==> src/rtl/rvx_pkg.sv <==
`timescale 1ns / 1ps
package rvx_pkg;

	localparam int XLEN     = 32;
	localparam int NUM_REGS = 32;
	localparam int REG_AW   = $clog2(NUM_REGS);

	// major opcodes
	localparam logic [6:0] OPC_LOAD     = 7'd3;
	localparam logic [6:0] OPC_MISC_MEM = 7'd15;
	localparam logic [6:0] OPC_OP_IMM   = 7'd19;
	localparam logic [6:0] OPC_AUIPC    = 7'd23;
	localparam logic [6:0] OPC_STORE    = 7'd35;
	localparam logic [6:0] OPC_OP       = 7'd51;
	localparam logic [6:0] OPC_LUI      = 7'd55;
	localparam logic [6:0] OPC_BRANCH   = 7'd99;
	localparam logic [6:0] OPC_SYSTEM   = 7'd115;

	// funct3 codes
	localparam logic [2:0] F3_ADDI = 3'd0;
	localparam logic [2:0] F3_SLL  = 3'd1;
	localparam logic [2:0] F3_SLTI = 3'd2;
	localparam logic [2:0] F3_SLTIU = 3'd3;
	localparam logic [2:0] F3_XORI = 3'd4;
	localparam logic [2:0] F3_ORI  = 3'd6;
	localparam logic [2:0] F3_ANDI = 3'd7;
	localparam logic [2:0] F3_BEQ  = 3'd0;
	localparam logic [2:0] F3_BNE  = 3'd1;
	localparam logic [2:0] F3_BLT  = 3'd4;
	localparam logic [2:0] F3_BGE  = 3'd5;
	localparam logic [2:0] F3_BLTU = 3'd6;
	localparam logic [2:0] F3_BGEU = 3'd7;
	localparam logic [2:0] F3_LD   = 3'd3;
	localparam logic [2:0] F3_LBU6 = 3'd6;
	localparam logic [2:0] F3_LBU7 = 3'd7;
	localparam logic [2:0] F3_SW   = 3'd2;
	localparam logic [2:0] F3_FENCEI = 3'd1;
	localparam logic [2:0] F3_SYS4 = 3'd4;

	typedef struct packed {
		logic [XLEN-1:0]   next_pc;
		logic              illegal;
		logic              wrote_reg;
		logic [REG_AW-1:0] dest_index;
		logic [XLEN-1:0]   dest_value;
		logic              branch_taken;
	} result_t;

	// sign-extend a 12-bit immediate to the word width
	function automatic logic [XLEN-1:0] sext12(input logic [11:0] v);
		sext12 = {{(XLEN-12){v[11]}}, v};
	endfunction

endpackage

==> src/rtl/rvx_if.sv <==
`timescale 1ns / 1ps
interface rvx_instr_if;
	import rvx_pkg::*;
	logic            valid;
	logic            ready;
	logic [XLEN-1:0] instruction;
	modport source(output valid, output instruction, input ready);
	modport sink(input valid, input instruction, output ready);
endinterface

interface rvx_result_if;
	import rvx_pkg::*;
	logic              valid;
	logic              ready;
	logic [XLEN-1:0]   next_pc;
	logic              illegal;
	logic              wrote_reg;
	logic [REG_AW-1:0] dest_index;
	logic [XLEN-1:0]   dest_value;
	logic              branch_taken;
	modport source(output valid, output next_pc, output illegal, output wrote_reg,
		output dest_index, output dest_value, output branch_taken, input ready);
	modport sink(input valid, input next_pc, input illegal, input wrote_reg,
		input dest_index, input dest_value, input branch_taken, output ready);
endinterface

==> src/rtl/rvx_alu.sv <==
`timescale 1ns / 1ps
module rvx_alu (
	input  logic [rvx_pkg::XLEN-1:0] instruction,
	input  logic [rvx_pkg::XLEN-1:0] pc,
	input  logic [rvx_pkg::XLEN-1:0] a,
	input  logic [rvx_pkg::XLEN-1:0] b,
	output rvx_pkg::result_t         res
);
	import rvx_pkg::*;

	logic [6:0]        opc;
	logic [2:0]        f3;
	logic [REG_AW-1:0] rd;
	logic [XLEN-1:0]   imm;
	logic [XLEN-1:0]   boff;
	logic [XLEN-1:0]   seq_pc;
	logic              bad;
	logic              wr;
	logic              taken;
	logic [XLEN-1:0]   val;
	logic              lt_ab;
	logic              lt_ai;
	logic              ltu_ab;

	// field split and immediates
	assign opc    = instruction[6:0];
	assign f3     = instruction[14:12];
	assign rd     = instruction[11:7];
	assign imm    = sext12(instruction[31:20]);
	assign boff   = sext12({instruction[31:25], instruction[11:7]});
	assign seq_pc = pc + XLEN'(1);
	assign lt_ab  = $signed(a) < $signed(b);
	assign lt_ai  = $signed(a) < $signed(imm);
	assign ltu_ab = a < b;

	// decode and execute
	always_comb begin
		bad   = 1'b0;
		wr    = 1'b0;
		taken = 1'b0;
		val   = '0;
		case (opc)
			OPC_LOAD: begin
				bad = (f3 == F3_LD) || (f3 == F3_LBU6) || (f3 == F3_LBU7);
			end
			OPC_STORE: begin
				bad = f3 > F3_SW;
			end
			OPC_MISC_MEM: begin
				bad = f3 > F3_FENCEI;
			end
			OPC_SYSTEM: begin
				bad = f3 == F3_SYS4;
			end
			OPC_AUIPC: begin
				bad = 1'b0;
			end
			OPC_LUI: begin
				wr  = 1'b1;
				val = {instruction[31:12], 12'd0};
			end
			OPC_OP_IMM: begin
				case (f3)
					F3_ADDI: begin
						wr  = 1'b1;
						val = a + imm;
					end
					F3_SLTI: begin
						wr  = 1'b1;
						val = {{(XLEN-1){1'b0}}, lt_ai};
					end
					F3_SLTIU: begin
						wr = 1'b0;
					end
					F3_XORI: begin
						wr  = 1'b1;
						val = a ^ imm;
					end
					F3_ORI: begin
						wr  = 1'b1;
						val = a | imm;
					end
					F3_ANDI: begin
						wr  = 1'b1;
						val = a & imm;
					end
					default: begin
						bad = 1'b1;
					end
				endcase
			end
			OPC_OP: begin
				if (f3 == F3_SLL) begin
					wr  = 1'b1;
					val = a << b[4:0];
				end else if (f3 == F3_SLTI) begin
					wr  = 1'b1;
					val = {{(XLEN-1){1'b0}}, lt_ab};
				end
			end
			OPC_BRANCH: begin
				case (f3)
					F3_BEQ:  taken = a == b;
					F3_BNE:  taken = a != b;
					F3_BLT:  taken = lt_ab;
					F3_BGE:  taken = !lt_ab;
					F3_BLTU: taken = ltu_ab;
					F3_BGEU: taken = !ltu_ab;
					default: bad = 1'b1;
				endcase
			end
			default: begin
				bad = 1'b1;
			end
		endcase
	end

	// result assembly, writes to x0 are dropped
	always_comb begin
		res              = '0;
		res.illegal      = bad;
		res.wrote_reg    = !bad && wr && (rd != '0);
		res.branch_taken = !bad && taken;
		res.dest_index   = res.wrote_reg ? rd : '0;
		res.dest_value   = res.wrote_reg ? val : '0;
		if (bad) begin
			res.next_pc = pc;
		end else if (taken) begin
			res.next_pc = pc + boff;
		end else begin
			res.next_pc = seq_pc;
		end
	end

endmodule

==> src/rtl/rv32i_subset_executor.sv <==
`timescale 1ns / 1ps
// instruction beat to result beat: operand read into the s1 registers, then execute into res_q
// throughput: one instruction per cycle unless result.ready stalls it; a result writes
// the register file when it is registered, and the following instruction takes it by bypass
// reset: pc and all registers read as zero (per-register valid bits), pipeline empty
module rv32i_subset_executor (
	input logic           clk,
	input logic           arst_n,
	rvx_instr_if.sink     instr,
	rvx_result_if.source  result
);
	import rvx_pkg::*;

	logic [XLEN-1:0]     rf_mem [NUM_REGS];
	logic [NUM_REGS-1:0] rf_vld_q;
	logic [XLEN-1:0]     pc_q;

	logic                vld_s1;
	logic [XLEN-1:0]     instr_s1;
	logic [XLEN-1:0]     a_raw_s1;
	logic [XLEN-1:0]     b_raw_s1;
	logic [XLEN-1:0]     fwd_s1;
	logic                a_hit_s1;
	logic                b_hit_s1;
	logic                a_zero_s1;
	logic                b_zero_s1;

	logic                out_vld_q;
	result_t             res_q;

	logic                in_acc;
	logic                ex_fire;
	logic [REG_AW-1:0]   rs1;
	logic [REG_AW-1:0]   rs2;
	logic                a_hit;
	logic                b_hit;
	logic [XLEN-1:0]     a_op;
	logic [XLEN-1:0]     b_op;
	result_t             ex_res;

	// handshake
	assign ex_fire     = vld_s1 && (!out_vld_q || result.ready);
	assign instr.ready = !vld_s1 || ex_fire;
	assign in_acc      = instr.valid && instr.ready;

	assign rs1   = instr.instruction[19:15];
	assign rs2   = instr.instruction[24:20];
	assign a_hit = ex_fire && ex_res.wrote_reg && (ex_res.dest_index == rs1);
	assign b_hit = ex_fire && ex_res.wrote_reg && (ex_res.dest_index == rs2);

	// register file memory, read at the instruction beat
	always_ff @(posedge clk) begin
		if (ex_fire && ex_res.wrote_reg) begin
			rf_mem[ex_res.dest_index] <= ex_res.dest_value;
		end
		if (in_acc) begin
			a_raw_s1 <= rf_mem[rs1];
			b_raw_s1 <= rf_mem[rs2];
		end
	end

	// operand stage payload and bypass flags
	always_ff @(posedge clk) begin
		if (in_acc) begin
			instr_s1  <= instr.instruction;
			fwd_s1    <= ex_res.dest_value;
			a_hit_s1  <= a_hit;
			b_hit_s1  <= b_hit;
			a_zero_s1 <= (rs1 == '0) || (!a_hit && !rf_vld_q[rs1]);
			b_zero_s1 <= (rs2 == '0) || (!b_hit && !rf_vld_q[rs2]);
		end
	end

	// operand select
	always_comb begin
		if (a_zero_s1) begin
			a_op = '0;
		end else if (a_hit_s1) begin
			a_op = fwd_s1;
		end else begin
			a_op = a_raw_s1;
		end
		if (b_zero_s1) begin
			b_op = '0;
		end else if (b_hit_s1) begin
			b_op = fwd_s1;
		end else begin
			b_op = b_raw_s1;
		end
	end

	rvx_alu u_alu (
		.instruction (instr_s1),
		.pc          (pc_q),
		.a           (a_op),
		.b           (b_op),
		.res         (ex_res)
	);

	// control state: valid flags, pc, register valid bits
	always_ff @(posedge clk or negedge arst_n) begin
		if (!arst_n) begin
			vld_s1    <= 1'b0;
			out_vld_q <= 1'b0;
			pc_q      <= '0;
			rf_vld_q  <= '0;
		end else begin
			if (instr.ready) begin
				vld_s1 <= instr.valid;
			end
			if (ex_fire) begin
				out_vld_q <= 1'b1;
				pc_q      <= ex_res.next_pc;
				if (ex_res.wrote_reg) begin
					rf_vld_q[ex_res.dest_index] <= 1'b1;
				end
			end else if (result.ready) begin
				out_vld_q <= 1'b0;
			end
		end
	end

	// result register
	always_ff @(posedge clk) begin
		if (ex_fire) begin
			res_q <= ex_res;
		end
	end

	assign result.valid        = out_vld_q;
	assign result.next_pc      = res_q.next_pc;
	assign result.illegal      = res_q.illegal;
	assign result.wrote_reg    = res_q.wrote_reg;
	assign result.dest_index   = res_q.dest_index;
	assign result.dest_value   = res_q.dest_value;
	assign result.branch_taken = res_q.branch_taken;

endmodule
==> src/flat_wrapper.sv <==
// flat-port wrapper written by rule: the top's interface ports become plain ports
module rv32i_subset_executor_flat import rvx_pkg::*;
  (clk, arst_n, instr_valid, instr_instruction, instr_ready, result_valid, result_next_pc, result_illegal, result_wrote_reg, result_dest_index, result_dest_value, result_branch_taken, result_ready);
  rvx_instr_if instr_i ();
  rvx_result_if result_i ();
  input logic clk;
  input logic arst_n;
  input wire logic [$bits(instr_i.valid)-1:0] instr_valid;
  input wire logic [$bits(instr_i.instruction)-1:0] instr_instruction;
  output wire logic [$bits(instr_i.ready)-1:0] instr_ready;
  output wire logic [$bits(result_i.valid)-1:0] result_valid;
  output wire logic [$bits(result_i.next_pc)-1:0] result_next_pc;
  output wire logic [$bits(result_i.illegal)-1:0] result_illegal;
  output wire logic [$bits(result_i.wrote_reg)-1:0] result_wrote_reg;
  output wire logic [$bits(result_i.dest_index)-1:0] result_dest_index;
  output wire logic [$bits(result_i.dest_value)-1:0] result_dest_value;
  output wire logic [$bits(result_i.branch_taken)-1:0] result_branch_taken;
  input wire logic [$bits(result_i.ready)-1:0] result_ready;
  assign instr_i.valid = instr_valid;
  assign instr_i.instruction = instr_instruction;
  assign instr_ready = instr_i.ready;
  assign result_valid = result_i.valid;
  assign result_next_pc = result_i.next_pc;
  assign result_illegal = result_i.illegal;
  assign result_wrote_reg = result_i.wrote_reg;
  assign result_dest_index = result_i.dest_index;
  assign result_dest_value = result_i.dest_value;
  assign result_branch_taken = result_i.branch_taken;
  assign result_i.ready = result_ready;
  rv32i_subset_executor u_core (.clk(clk), .arst_n(arst_n), .instr(instr_i), .result(result_i));
endmodule
==> config.mk <==
export PLATFORM = sky130hd
export DESIGN_NAME = rv32i_subset_executor_flat
export DESIGN_NICKNAME = d
export VERILOG_FILES = /design/src/rtl/rvx_pkg.sv /design/src/rtl/rvx_if.sv /design/src/rtl/rvx_alu.sv /design/src/rtl/rv32i_subset_executor.sv /design/src/flat_wrapper.sv
export SDC_FILE = /design/constraint.sdc
export NUM_CORES = 2
export LEC_CHECK = 0
export ABC_CLOCK_PERIOD_IN_PS = 13100
export BUFFER_PORTS_ARGS = -buffer_cell sky130_fd_sc_hd__buf_4
export CAP_MARGIN = 5
export CORE_ASPECT_RATIO = 2
export CORE_MARGIN = 3
export CORE_UTILIZATION = 60
export DETAILED_ROUTE_END_ITERATION = 12
export GPL_ROUTABILITY_DRIVEN = 1
export PLACE_DENSITY = 0.75
export SLEW_MARGIN = 5
export SYNTH_ARGS = -nofsm -noshare
export SYNTH_HDL_FRONTEND = slang
export SYNTH_SLANG_ARGS = --single-unit
export TNS_END_PERCENT = 5
==> constraint.sdc <==
create_clock -name clk -period 13.1 [get_ports clk]
set_input_delay 1.31 -clock clk [delete_from_list [all_inputs] [get_ports clk]]
set_output_delay 1.31 -clock clk [all_outputs]
set_load 0.02 [all_outputs]
==> key figures <==
Synth
  • Synth Area in Compound Gates: 4.36%
  • Largest family of logic cells by synthesized area: multiplexers
  • Synth Instances: 3825
  • Flops & latches, synth: 1294
  • Adder-cell share of the synthesized area: 3.11%
  • Cell area after synthesis: 0.0656 sq mm
  • Sequential cell area fraction in the yosys report: 58.7%
  • Distinct cells, synth: 89
  • Post-synthesis mux area share: 26.7%
  • Mean Syn Cell Area: 17.2 sq um
  • Top_reg_cell synth: edfxtp_1
  • Post-synthesis simple-gate area fraction: 4.36%
  • YS warnings: 0
  • Async set-or-reset flop fraction in the synthesized netlist: 5.10%
  • Post-Synth XOR/XNOR Area: 0.601%
  • Count of flip-flops with a built-in enable after synthesis: 1228

Setup path
  • Max stage delay cell, worst path: nor4_1
  • Cells along the critical path: buf_4 > mux2i_1 > nor2_1 > ha_1 > nand4_1 > nor4_1 > o21ai_1 > a41o_1 > a31oi_2 > mux2i_1 > o21ai_1 > inv_1 > ha_1 > a211oi_1 > o21ai_0 > a221oi_1 > nand2_1 > o21ai_1 > a31oi_1 > a211oi_1 > xnor2_1 > nor2_1 > xor2_1
  • Crit path kind: register to register
  • Reg-to-reg endpoint: u_core.result.next_pc[31]
  • Max FO, Critical Path: 32
  • Critical Path RT: 13.59 ns
  • Worst setup EP type: register
  • Crit path DAT: 7.84 ns
  • R2r setup slk: 5.75 ns
  • CP Launch Type: register
  • RR Startpoint: u_core.a_hit_s1
  • Cells on worst reg2reg path: 23
  • Most used cell, CP: o21ai_1
  • Critical path's largest stage delay: 0.71 ns

Detailed routing
  • First-pass iteration count of the detailed router: 5
  • WL per Instance: 35.8 microns
  • Iter 0 DRT Violations: 4517
  • DR vias: 39400
  • Routed Antenna Nets: 0
  • Drt drc: 0
  • Drt via density: 7.27
  • Routed Wire Length: 194 mm

Power and ir drop
  • Pwr dens: 118 mW/mm^2
  • Leak: 22.5 nW
  • Worst IR Drop VDD: 0.104 mV

Placed design
  • RD Place Congestion: 1.01
  • Placed Cells: 5206
  • Port buffer count: 109
  • Detailed placement HPWL: 113 mm

Clocking
  • H-tree depth: 3
  • Worst skew pair latency: 0.75 ns
  • PostCTS Resize Cnt: 0
  • CTS tree: done
  • Hold_buf cts: 0
  • Clock tree buffer depth: 3
  • TritonCTS buffer count: 108
  • Post-CTS setup buffers: 0
  • Clk slew on worst S/H paths: 0.07 ns
  • Clock sink total: 1294
  • Root Driver: clkbuf_16

GRT
  • Total gr overflow: 0
  • Largest net degree at the start of global routing: 132
  • GRT Resource Usage Total: 34.8%
  • Global-route wire length before repair: 279 mm
  • Initial antenna violation count: 6
  • Number of global-route vias before repair: 40600

Finish
  • Area grow syn2layout: 10.4%
  • Largest register by flop count: u_core.rf_mem
  • Share of cells above drive strength 1: 32.3%
  • Final instance count without filler cells: 5413
  • Final nets: 4130
  • Max reg flops: 1024
  • Finished Core Util: 66.8%

STA
  • Final setup viols: 0
  • Fin. Hold Viols: 0
  • Sum Neg Setup Slack: 0 ns
  • RSZ-0062 raised after global routing: no
  • F_max: 136 MHz
  • Minimum clock period: 7.35 ns
  • Clock Skew: 0.0378 ns
  • Slew @ Worst Pin: 1.25 ns
  • Fin crit share: 56.1%
  • Slew Limit Fails: 0
  • Max transition margin: 17.0%

Die
  • IO Pins: 110
  • Die area: 0.114 sq mm
  • Die height: 474 microns
  • Core Box Area: 0.108 sq mm
  • Die X: 240 microns
  • Row count: 171
  • Starting Density: 60.5%

Job
  • Max Cap Violations: 0

Hold path
  • Hold path cells: 0
  • Hold path endpoint: u_core.rf_vld_q[0]
  • Worst hold path type: register to register
  • Hold Crit Start: u_core.rf_vld_q[0]

Outcome
  • Status: finished clean
## routing by layer
layer	part of all wire (%)	global-route usage, %	wire length (microns)
met1	32	41.0	61200
met2	50	57.9	97600
met3	9.3	5.73	18100
met4	8.6	25.2	16700
met5	0.013	0	26
## through the flow
step | instance area, sq um | worst slack (ns) | total power, mW | hold slack [ns]
floorplan | 65700 | 6.99 | 4.97 | 0.441
global placement | 68600 | 5.74 | 5.13 | 0.383
detailed placement | 68600 | 5.71 | 5.14 | 0.396
CTS | 72400 | 5.69 | 8.60 | 0.413
global route | 72400 | 5.28 | 8.79 | 0.418
finish | 72400 | 5.75 | 8.57 | 0.410
## worst max-delay path by stage
stage | depth (start not counted) | start | slack [ns] | to
2_1_floorplan | 27 | u_core.b_hit_s1 | 6.99 | u_core.result.next_pc[20]
3_3_place_gp | 23 | u_core.a_hit_s1 | 5.74 | u_core.result.next_pc[31]
3_5_place_dp | 23 | u_core.a_hit_s1 | 5.71 | u_core.result.next_pc[31]
4_1_cts | 23 | u_core.a_hit_s1 | 5.69 | u_core.result.next_pc[31]
5_1_grt | 23 | u_core.a_hit_s1 | 5.28 | u_core.result.next_pc[31]
6_report | 23 | u_core.a_hit_s1 | 5.75 | u_core.result.next_pc[31]
## cell families after synthesis
kind of cell    Yosys count
simple gates            605
fa+ha+maj               162
xor+xnor                 45
other cells               1
mux                     914
compound gates          446
buf+inv                 358
flops                  1294
## cell usage after synthesis, types with 9 or more instances
cell         n  area share [%]
buf_1       48            0.27
nand3_1     29            0.22
edfxtp_1  1228              56
or2_2       63            0.60
nand4_1     13            0.12
dfrtp_1     66             2.5
nor4_1      17            0.16
o22ai_1     12            0.11
nor2_1     164            0.94
and2_1      10           0.095
nor2b_1     16            0.15
mux2_1      10            0.17
o21ai_1     26            0.20
a31oi_1     12            0.11
inv_1      104            0.59
a211oi_1    16            0.18
nand3b_1     9            0.10
a21oi_1    117            0.89
mux4_2     660              23
xnor2_1     35            0.47
o211ai_1    14            0.16
buf_2       40            0.31
o21ai_0    109            0.83
nand2_1    204             1.2
clkbuf_1   156            0.89
mux2i_1    157             2.4
a21o_1      19            0.22
mux2_2      87             1.5
o21bai_1    14            0.16
a22oi_1     25            0.29
o31ai_1     15            0.17
nor3_1      22            0.17
nand2b_1    22            0.21
xor2_1      10            0.13
ha_1       160             3.1
## layout by cell type, fill, tap and decap left out, types with 33 or more instances in the layout
cell type,Yosys,final
ha_1,160,160
inv_1,104,103
nor2_1,164,117
a21oi_1,117,109
or2_2,63,63
buf_4,4,204
edfxtp_1,1228,1228
clkbuf_16,0,111
mux2_2,87,87
o21ai_0,109,108
dfrtp_1,66,66
nor2_4,0,33
xnor2_1,35,35
nand2_1,204,204
mux4_2,660,660
mux2i_1,157,157
## critical path, delay by kind of cell, from the launching register on
family | cells | cell delay (ns)
DFF | 1 | 0.33
xor gates and xnor gates | 2 | 0.35
muxes | 2 | 0.31
AOI/OAI and AO/OA | 10 | 2.77
adders and majority gates | 2 | 0.78
buffers and inverters | 2 | 1.02
and+or+nand+nor | 5 | 1.48
## cell type report
cell class                 instances  area, sq um
sequential                      1294        38500
timing repair buffer             214         1690
clock inverter                    83         1000
multi-input combinational       2204        26200
antenna                            2         5.00
fill                            7042        36100
tap                             1384         1730
clock buffer                     122         2830
inverter                         110          417
## power by group
part           internal [mW]  leakage (nW)  total (mW)  switching [mW]
logic                  0.183          9.43       0.490           0.307
clock network           1.96          1.86        3.52            1.56
registers               4.52          11.3        4.56          0.0343
No activity file was read; power rests on OpenSTA's default activity.
